## src/sv/bhb_pkg.sv

```systemverilog
package bhb_pkg;

    typedef enum logic [3:0] {
        S_LOAD,
        S_NODE,
        S_GETN,
        S_RDL,
        S_CMPL,
        S_CMPR,
        S_SWAP,
        S_SWAP2,
        S_NEXT,
        S_EMRD,
        S_EMIT
    } state_t;

    // True when a belongs above b: greater for a max-heap, smaller for a min-heap.
    function automatic logic ranks_above(
        input logic signed [31:0] a,
        input logic signed [31:0] b,
        input logic               min_heap
    );
        logic res;
        if (min_heap)
        begin
            res = (a < b);
        end
        else
        begin
            res = (a > b);
        end
        return res;
    endfunction

endpackage

```

## src/sv/binary_heap_build_core.sv

```systemverilog
// Channel   | Signals                                  | Direction
// ----------+------------------------------------------+----------
// input     | in_valid, in_ready, element, last_element | in
// output    | out_valid, out_ready, heap_value, final_value | out
// config    | heap_order_we, heap_order                | in
//
// Loading accepts each offered item at once; the block stays ready until an item marked last.
// The build runs on one compare unit and one memory read port: each node is fetched, then
// at each level its children are read and compared and any swap is written back; a level
// with no swap ends the node. Fewer than N levels are sunk in all for N elements. After
// the build the first element is read, then one item leaves per cycle while out_ready is
// high. A stalled output holds its item; no input item is taken from the last one until
// the final result is delivered. Reset clears the count, the order bit and the state.

module binary_heap_build_core #(
    parameter int CAPACITY = 64
) (
    input  logic               clk,
    input  logic               rst_n,
    input  logic               heap_order_we,
    input  logic               heap_order,
    input  logic               in_valid,
    output logic               in_ready,
    input  logic signed [31:0] element,
    input  logic               last_element,
    output logic               out_valid,
    input  logic               out_ready,
    output logic signed [31:0] heap_value,
    output logic               final_value
);

    localparam int IW = (CAPACITY > 1) ? $clog2(CAPACITY) : 1;
    localparam int CW = $clog2(CAPACITY + 1);
    localparam int XW = IW + 2;

    bhb_pkg::state_t state_reg, state_next;

    logic [CW-1:0]      count_reg, count_next;
    logic               heap_order_reg;
    logic               order_reg, order_next;
    logic [IW-1:0]      node_reg, node_next;
    logic [IW-1:0]      build_reg, build_next;
    logic [IW-1:0]      emit_reg, emit_next;
    logic [IW-1:0]      best_idx_reg, best_idx_next;
    logic signed [31:0] node_val_reg, node_val_next;
    logic signed [31:0] best_val_reg, best_val_next;
    logic signed [31:0] rd_data_reg;

    logic signed [31:0] element_store [CAPACITY];

    logic               wr_en;
    logic [IW-1:0]      wr_addr;
    logic signed [31:0] wr_data;
    logic [IW-1:0]      rd_addr;

    logic               in_acc;
    logic               out_acc;
    logic               full;
    logic [CW-1:0]      n_new;
    logic [CW-1:0]      half;
    logic [XW-1:0]      left_x;
    logic [XW-1:0]      right_x;
    logic [XW-1:0]      n_x;
    logic               has_left;
    logic               has_right;
    logic               is_final;
    logic               child_wins;

    assign in_acc     = in_valid && in_ready;
    assign out_acc    = out_valid && out_ready;
    assign full       = (count_reg == CW'(CAPACITY));
    assign n_new      = full ? count_reg : CW'(count_reg + 1'b1);
    assign half       = n_new >> 1;
    assign left_x     = XW'({node_reg, 1'b1});
    assign right_x    = XW'(left_x + 1'b1);
    assign n_x        = XW'(count_reg);
    assign has_left   = (left_x < n_x);
    assign has_right  = (right_x < n_x);
    assign is_final   = (XW'(XW'(emit_reg) + 1'b1) == n_x);
    assign child_wins = bhb_pkg::ranks_above(rd_data_reg, best_val_reg, order_reg);

    // Next state.
    always_comb
    begin
        state_next = state_reg;
        unique case (state_reg)
            bhb_pkg::S_LOAD:
            begin
                if (in_acc && last_element)
                begin
                    state_next = (half == '0) ? bhb_pkg::S_EMRD : bhb_pkg::S_NODE;
                end
            end
            bhb_pkg::S_NODE:  state_next = bhb_pkg::S_GETN;
            bhb_pkg::S_GETN:  state_next = bhb_pkg::S_RDL;
            bhb_pkg::S_RDL:   state_next = has_left ? bhb_pkg::S_CMPL : bhb_pkg::S_NEXT;
            bhb_pkg::S_CMPL:  state_next = has_right ? bhb_pkg::S_CMPR : bhb_pkg::S_SWAP;
            bhb_pkg::S_CMPR:  state_next = bhb_pkg::S_SWAP;
            bhb_pkg::S_SWAP:
            begin
                state_next = (best_idx_reg == node_reg) ? bhb_pkg::S_NEXT : bhb_pkg::S_SWAP2;
            end
            bhb_pkg::S_SWAP2: state_next = bhb_pkg::S_RDL;
            bhb_pkg::S_NEXT:
            begin
                state_next = (build_reg == '0) ? bhb_pkg::S_EMRD : bhb_pkg::S_NODE;
            end
            bhb_pkg::S_EMRD:  state_next = bhb_pkg::S_EMIT;
            bhb_pkg::S_EMIT:
            begin
                if (out_acc && is_final)
                begin
                    state_next = bhb_pkg::S_LOAD;
                end
            end
            default:          state_next = bhb_pkg::S_LOAD;
        endcase
    end

    // Handshake and memory port controls.
    always_comb
    begin
        in_ready  = 1'b0;
        out_valid = 1'b0;
        wr_en     = 1'b0;
        wr_addr   = node_reg;
        wr_data   = best_val_reg;
        rd_addr   = node_reg;
        unique case (state_reg)
            bhb_pkg::S_LOAD:
            begin
                in_ready = 1'b1;
                wr_en    = in_acc && !full;
                wr_addr  = IW'(count_reg);
                wr_data  = element;
            end
            bhb_pkg::S_RDL:   rd_addr = IW'(left_x);
            bhb_pkg::S_CMPL:  rd_addr = IW'(right_x);
            bhb_pkg::S_SWAP:  wr_en = (best_idx_reg != node_reg);
            bhb_pkg::S_SWAP2:
            begin
                wr_en   = 1'b1;
                wr_addr = best_idx_reg;
                wr_data = node_val_reg;
            end
            bhb_pkg::S_EMRD:  rd_addr = '0;
            bhb_pkg::S_EMIT:
            begin
                out_valid = 1'b1;
                rd_addr   = (out_acc && !is_final) ? IW'(emit_reg + 1'b1) : emit_reg;
            end
            default:          rd_addr = node_reg;
        endcase
    end

    // Datapath registers.
    always_comb
    begin
        count_next    = count_reg;
        order_next    = order_reg;
        node_next     = node_reg;
        build_next    = build_reg;
        emit_next     = emit_reg;
        best_idx_next = best_idx_reg;
        best_val_next = best_val_reg;
        node_val_next = node_val_reg;
        case (state_reg)
            bhb_pkg::S_LOAD:
            begin
                if (in_acc)
                begin
                    count_next = n_new;
                    if (last_element)
                    begin
                        order_next = heap_order_reg;
                        build_next = IW'(half - 1'b1);
                        node_next  = IW'(half - 1'b1);
                    end
                end
            end
            bhb_pkg::S_GETN: node_val_next = rd_data_reg;
            bhb_pkg::S_RDL:
            begin
                best_val_next = node_val_reg;
                best_idx_next = node_reg;
            end
            bhb_pkg::S_CMPL:
            begin
                if (child_wins)
                begin
                    best_val_next = rd_data_reg;
                    best_idx_next = IW'(left_x);
                end
            end
            bhb_pkg::S_CMPR:
            begin
                if (child_wins)
                begin
                    best_val_next = rd_data_reg;
                    best_idx_next = IW'(right_x);
                end
            end
            bhb_pkg::S_SWAP2: node_next = best_idx_reg;
            bhb_pkg::S_NEXT:
            begin
                build_next = IW'(build_reg - 1'b1);
                node_next  = IW'(build_reg - 1'b1);
            end
            bhb_pkg::S_EMRD: emit_next = '0;
            bhb_pkg::S_EMIT:
            begin
                if (out_acc)
                begin
                    if (is_final)
                    begin
                        count_next = '0;
                    end
                    else
                    begin
                        emit_next = IW'(emit_reg + 1'b1);
                    end
                end
            end
            default:
            begin
                count_next = count_reg;
            end
        endcase
    end

    always_ff @(posedge clk or negedge rst_n)
    begin
        if (!rst_n)
        begin
            state_reg      <= bhb_pkg::S_LOAD;
            count_reg      <= '0;
            heap_order_reg <= 1'b0;
            order_reg      <= 1'b0;
        end
        else
        begin
            state_reg <= state_next;
            count_reg <= count_next;
            order_reg <= order_next;
            if (heap_order_we)
            begin
                heap_order_reg <= heap_order;
            end
        end
    end

    always_ff @(posedge clk)
    begin
        node_reg     <= node_next;
        build_reg    <= build_next;
        emit_reg     <= emit_next;
        best_idx_reg <= best_idx_next;
        best_val_reg <= best_val_next;
        node_val_reg <= node_val_next;
    end

    always_ff @(posedge clk)
    begin
        if (wr_en)
        begin
            element_store[wr_addr] <= wr_data;
        end
        rd_data_reg <= element_store[rd_addr];
    end

    assign heap_value  = rd_data_reg;
    assign final_value = is_final;

endmodule

```

## config.mk

```make
export PLATFORM = sky130hd
export DESIGN_NAME = binary_heap_build_core
export DESIGN_NICKNAME = d
export VERILOG_FILES = /design/src/sv/bhb_pkg.sv /design/src/sv/binary_heap_build_core.sv
export SDC_FILE = /design/constraint.sdc
export NUM_CORES = 2
export LEC_CHECK = 0
export BUFFER_PORTS_ARGS = -buffer_cell sky130_fd_sc_hd__buf_4
export CAP_MARGIN = 20
export CORE_AREA = 8 8 551 553
export DETAILED_ROUTE_END_ITERATION = 16
export DIE_AREA = 0 0 559 561
export GPL_TIMING_DRIVEN = 0
export PLACE_DENSITY = 0.52
export SLEW_MARGIN = 20
export SYNTH_ARGS = -nofsm -noshare
export SYNTH_HDL_FRONTEND = slang
export SYNTH_SLANG_ARGS = --single-unit
```

## constraint.sdc

```tcl
create_clock -name clk -period 12.3 [get_ports clk]
set_clock_uncertainty 0.05 [all_clocks]
set_input_delay 2.46 -clock clk [delete_from_list [all_inputs] [get_ports clk]]
set_output_delay 2.46 -clock clk [all_outputs]
set_load 0.01 [all_outputs]
```

# Yosys cells after proc, flatten, opt, wreduce, memory -nomap -nowiden
# Memory sizes are Yosys's and may differ from the RTL's. A register that Yosys moved wholly into a read port is not among the register bits.
# Cells that the tools add are included.
# W data, S select, Z words.
[word_totals] wordCells=110 in_bits=39 register_bits=101 mem_bits_rw=2048 mem_count=1
[memory_table] memory="element_store" depth=64 word_bits=32 read_ports=1 rd_ports_with_merged_regs=1 wr=1 line_no="binary_heap_build_core.sv:49" rtl="logic signed [31:0] element_store [CAPACITY];"
[op_classes] n_reduce_logical=28 magnitude_cmp=4 n_addsub=6 eq_ne=25 mux=35
[ops] op="$pmux W32 S2" count=2
[ops] op="$mux W6" count=7
[ops] op="$pmux W4 S10" count=1
[ops] op="$pmux W6 S2" count=3
[ops] op="$pmux W6 S3" count=2
[ops] op="$gt A32 B32 Y1" count=1
[ops] op="$lt A32 B32 Y1" count=1
[ops] op="$mux W32" count=1
[ops] op="$mux W7" count=4
[ops] op="$mux W4" count=6
[ops] op="$pmux W6 S4" count=1
[ops] op="$ne A2 B2 Y1 const B" count=10
[ops] op="$eq A4 B3 Y1 const B" count=4
[ops] op="$reduce_and A3 Y1" count=5
[ops] op="$pmux W7 S2" count=1
[ops] op="$eq A4 B4 Y1 const B" count=3
[ops] op="$sub A6 B1 Y6 const B" count=2
[ops] op="$add A7 B1 Y8 const B" count=1
[ops] op="$eq A4 B2 Y1 const B" count=2
[ops] op="$lt A8 B7 Y1" count=1
[ops] op="$reduce_bool A2 Y1" count=4
[ops] op="$add A6 B1 Y7 const B" count=1
[ops] op="$add A7 B1 Y7 const B" count=1
[ops] op="$eq A7 B7 Y1" count=1
[ops] op="other kinds (20)" count=33

# Depth between registers and ports, before layout
[depth] word_depth=7 depth_mapped=19

# Least setup slack after synthesis
# OpenSTA, ideal clock, no wires.
[synth_path] kind="input-to-reg" from="input port out_ready" to="register rd_data_reg[10], in the netlist heap_value[10] (read register of element_store)" arrival_time_ns=5.049 path_buffers=3 stages=11 path_slack_ns=7.067 cell_sequence="clkbuf_1 > xnor2_1 > nand2_1 > o221ai_1 > mux2_2 > buf_2 > buf_1 > mux4_2 > mux2i_1 > o22ai_1 > or4_1"
[synth_via] elab_chain_len=4
[synth_lines] item="from (decl)" line_no="binary_heap_build_core.sv:27" rtl="input logic out_ready,"
[synth_lines] item="$logic_and A1 B1 Y1" line_no="binary_heap_build_core.sv:70" rtl="assign out_acc = out_valid && out_ready;"
[synth_lines] item="$logic_and A1 B1 Y1" line_no="binary_heap_build_core.sv:150" rtl="rd_addr = (out_acc && !is_final) ? IW'(emit_reg + 1'b1) : emit_reg;"
[synth_lines] item="$mux W6" line_no="binary_heap_build_core.sv:150"
[synth_lines] item="$pmux W6 S4" line_no="binary_heap_build_core.sv:129" rtl="unique case (state_reg)"
[synth_lines] item="to (decl)" line_no="binary_heap_build_core.sv:47" rtl="logic signed [31:0] rd_data_reg;"
# No other way between the ends.
# A chain may end at the register's enable or synchronous reset.

# Worst setup path after layout
[layout_path] from="register emit_reg[0]" to="register rd_data_reg[24], in the netlist heap_value[24] (read register of element_store)"
[layout_via] elab_chain_len=6 elab_cells_between_ends=7 cone_classes="add/sub (2); eq/ne (1); mux (2); reduce/logical (2)"
[layout_lines] item="from (decl)" line_no="binary_heap_build_core.sv:43" rtl="logic [IW-1:0] emit_reg, emit_next;"
[layout_lines] item="from (signal assigned)" line_no="binary_heap_build_core.sv:256" rtl="emit_reg <= emit_next;"
[layout_lines] item="$add A6 B1 Y7" line_no="binary_heap_build_core.sv:79" rtl="assign is_final = (XW'(XW'(emit_reg) + 1'b1) == n_x);"
[layout_lines] item="$eq A7 B7 Y1" line_no="binary_heap_build_core.sv:79"
[layout_lines] item="$logic_not A1 Y1" line_no="binary_heap_build_core.sv:150"
[layout_lines] item="$logic_and A1 B1 Y1" line_no="binary_heap_build_core.sv:150"
[layout_lines] item="$mux W6 (*)" line_no="binary_heap_build_core.sv:150"
[layout_lines] item="$pmux W6 S4 (*)" line_no="binary_heap_build_core.sv:129"
# Every way passes the cells marked *; elsewhere a longest branch is shown, timed or not.

==> run_results.csv <==
group,metric,value,unit
worst_setup_path,cp.arrival,7550,ps
placement,portBuffers,72,
global_route,grt_pass1_wl,393000,um
worst_setup_path,required,13020,ps
placement,dpl_cell_area,96700,um^2
layout,n_fill_cell,28290,
layout,top_register,"element_store",
clock_network,htreeDepth,4,
worst_setup_path,r2r_slack,5460,ps
layout,area_growth,18.0,%
worst_setup_path,slowest_stage,"clkbuf_1",
clock_network,cts.root.buffer_cell,"clkbuf_16",
synth,ys_seq_area_share,74.1,%
clock_network,cts_tree,"yes",
global_route,first_global_vias,52983,
route,wire_per_inst,25.4,um
worst_setup_path,critPathMaxStageDelay,850,ps
clock_network,cts_setup_buffers,0,
synth,synth.area.top_cells,"edfxtp_1, nand2_1, mux4_2, nand3_1, nor2_1",
synth,synthFlopType,"edfxtp_1",
flow_run,maxCapViolations,0,
sta,finalHoldViolCount,0,
synth,yosysWarnings,0,
route,drc_errors,0,
synth,avgSynthCellArea,13.7,um^2
clock_network,cts_buffers,220,
placement,place_congestion,0.909,
hold_path,min_from,"heap_order_reg",
global_route,grt_max_degree,65,
synth,syn-num-nets,6483,
sta,period_minus_slack,6840,ps
global_route,grt.total_usage,17.0,%
floorplanning,fp-row-count,200,
worst_setup_path,path_delay_family,"buffers and inverters",
sta,slew-limit-headroom,20.7,%
route,firstDrtPassIters,8,
synth,synth_area,87800,um^2
layout,largest_reg_flops,2048,
synth,synthCells,6394,
clock_network,hold_buffers,0,
worst_setup_path,critPathLaunchType,"flop",
sta,setup_viol,0,
floorplanning,die_area,314000,um^2
synth,synth-edff-count,2136,
route,ant_nets,0,
sta,clock.fmax,146,MHz
route,wirelength,278000,um
synth,ys_ff_latch,2181,
sta,rsz0062_at_grt,"no",
sta,fin_tns_setup,0,ps
synth,ys_types,64,
sta,whs,463,ps
status,status,"complete, no violations",
worst_setup_path,crit_path_start,"emit_reg[0]",
worst_setup_path,crit_buf_inv,3,
route,drt-vias-per-instance,5.06,
clock_network,clkLatencyLatePin,880,ps
synth,yosysMostFrequentCell,"edfxtp_1",
floorplanning,ios,74,
global_route,antenna_found_initial,29,
floorplanning,die_y,561,um
layout,drive_gt1_share,11.7,%
worst_setup_path,r2r-start,"emit_reg[0]",
route,vias,55394,
hold_path,holdCritPathClass,"flop to flop",
synth,yosys.area.top_type_share,73.0,%
global_route,grt_overflow_total,0,
clock_network,cts_buffer_depth,3,
clock_network,ctsResizeCount,0,
worst_setup_path,path_cells,"ha_1, nand3_1, nor3_1, a2111o_1, nor4_1, mux2i_2, clkbuf_1, clkbuf_2, clkbuf_1, nand2_1, a311oi_1, o21ai_0, nand3b_1, or4_1",
sta,timing.final.crit_share,55.6,%
clock_network,cts_sinks,2181,
worst_setup_path,crit_path_frequent_cell,"clkbuf_1",
worst_setup_path,critPathCaptureType,"flop",
worst_setup_path,crit_type,"flop to flop",
clock_network,clkTransAtPathRegs,60,ps
sta,worstMarginPinSlew,1190,ps
synth,synth_top_area_cell,"edfxtp_1",
floorplanning,start_util,29.8,%
synth,ys_async_sr_fraction,0.596,%
layout,final_nets,6891,
layout,fin_area,104000,um^2
floorplanning,design.core.area,295000,um^2
sta,slew_viol_final,0,
route,drt-initial-drc-count,6207,
floorplanning,die_w,559,um
worst_setup_path,crit_fanout,10,
placement,dpl.hpwl,198000,um
synth,synthTopCellsByCount,"edfxtp_1, nand2_1, nor2_1, nand3_1, clkbuf_1",
[logic make-up (layout without fill, tap and decap cells)]
family | count (synthesis) | count (layout) | synth area share [%]
AOI/OAI and AO/OA | 618 | 618 | 4.78
muxes | 195 | 195 | 3.99
DFF | 2181 | 2181 | 74.1
xor gates and xnor gates | 36 | 36 | 0.359
adders and majority gates | 50 | 50 | 0.712
buffers and inverters | 448 | 1037 | 2.12
and+or+nand+nor | 2866 | 2866 | 13.9
other | 0 | 19 | 0
[path summary, 6_finish.rpt]
| kind | cells past startpoint | to |
|---|---|---|
| setup / recovery | 14 | heap_value[24] |
| min in group asynchronous | 1 | count_reg[0] |
| hold / removal | 1 | order_reg |
| hold reg to reg | 1 | order_reg |
| setup reg to reg | 14 | heap_value[24] |
| max in group asynchronous | 1 | count_reg[2] |
[cells in the final DEF (no fill, tap or decap), types with 35 or more instances in the layout]
master,count
inv_1,55
mux2i_1,67
clkinv_1,51
a311oi_1,129
buf_4,82
edfxtp_1,2136
nand3_1,490
mux4_2,124
buf_16,65
o22ai_1,128
clkinv_2,39
a22oi_1,36
nor3_1,50
o21ai_0,93
buf_1,57
nand2_1,1469
nor2_1,494
ha_1,50
clkbuf_16,223
clkbuf_1,297
nor2_4,64
buf_12,35
a21oi_1,126
buf_2,78
and3_1,138
[area by class of cell]
| type | count | area (um^2) | share of cell area (%) |
|---|---|---|---|
| clock buffer | 279 | 5800 | 5.60 |
| clock inverter | 124 | 1060 | 1.03 |
| buffer | 392 | 1660 | 1.60 |
| inverter | 56 | 211 | 0.204 |
| tap | 3939 | 4930 | 4.76 |
| timing repair buffer | 186 | 3180 | 3.07 |
| multi-input combinational | 3765 | 21600 | 20.9 |
| sequential | 2181 | 65100 | 62.8 |
| antenna | 19 | 47.5 | 0.0459 |
[routing by layer]
metal	track usage [%]	part of all wire [%]	vias up
li1	-	-	24542
met1	23.4	43	28045
met2	27.2	46	2345
met3	3.23	7.9	446
met4	5.86	3.6	16
met5	0	0.029	-
[worst register-to-register path, stage by stage (launching register included)]
cell and delay (ps):
edfxtp_1 520, ha_1 370, nand3_1 260, nor3_1 70, a2111o_1 430, nor4_1 570, mux2i_2 560, clkbuf_1 860
clkbuf_2 670, clkbuf_1 850, nand2_1 140, a311oi_1 360, o21ai_0 340, nand3b_1 400, or4_1 290
[through the flow]
stage                     cells  setup slack [ps]  util [%]
final                     10941              5460      35.1
after global routing      10924              5270      35.1
after CTS                 10922              5470      35.1
after detailed placement  10519              4680      32.8
after global placement    10405              3480      31.6
after floorplan            6394              7070         -
Power is left out: the tool's default activity adds up to more than one toggle a clock period on the data nets, which glitch-free logic cannot reach.
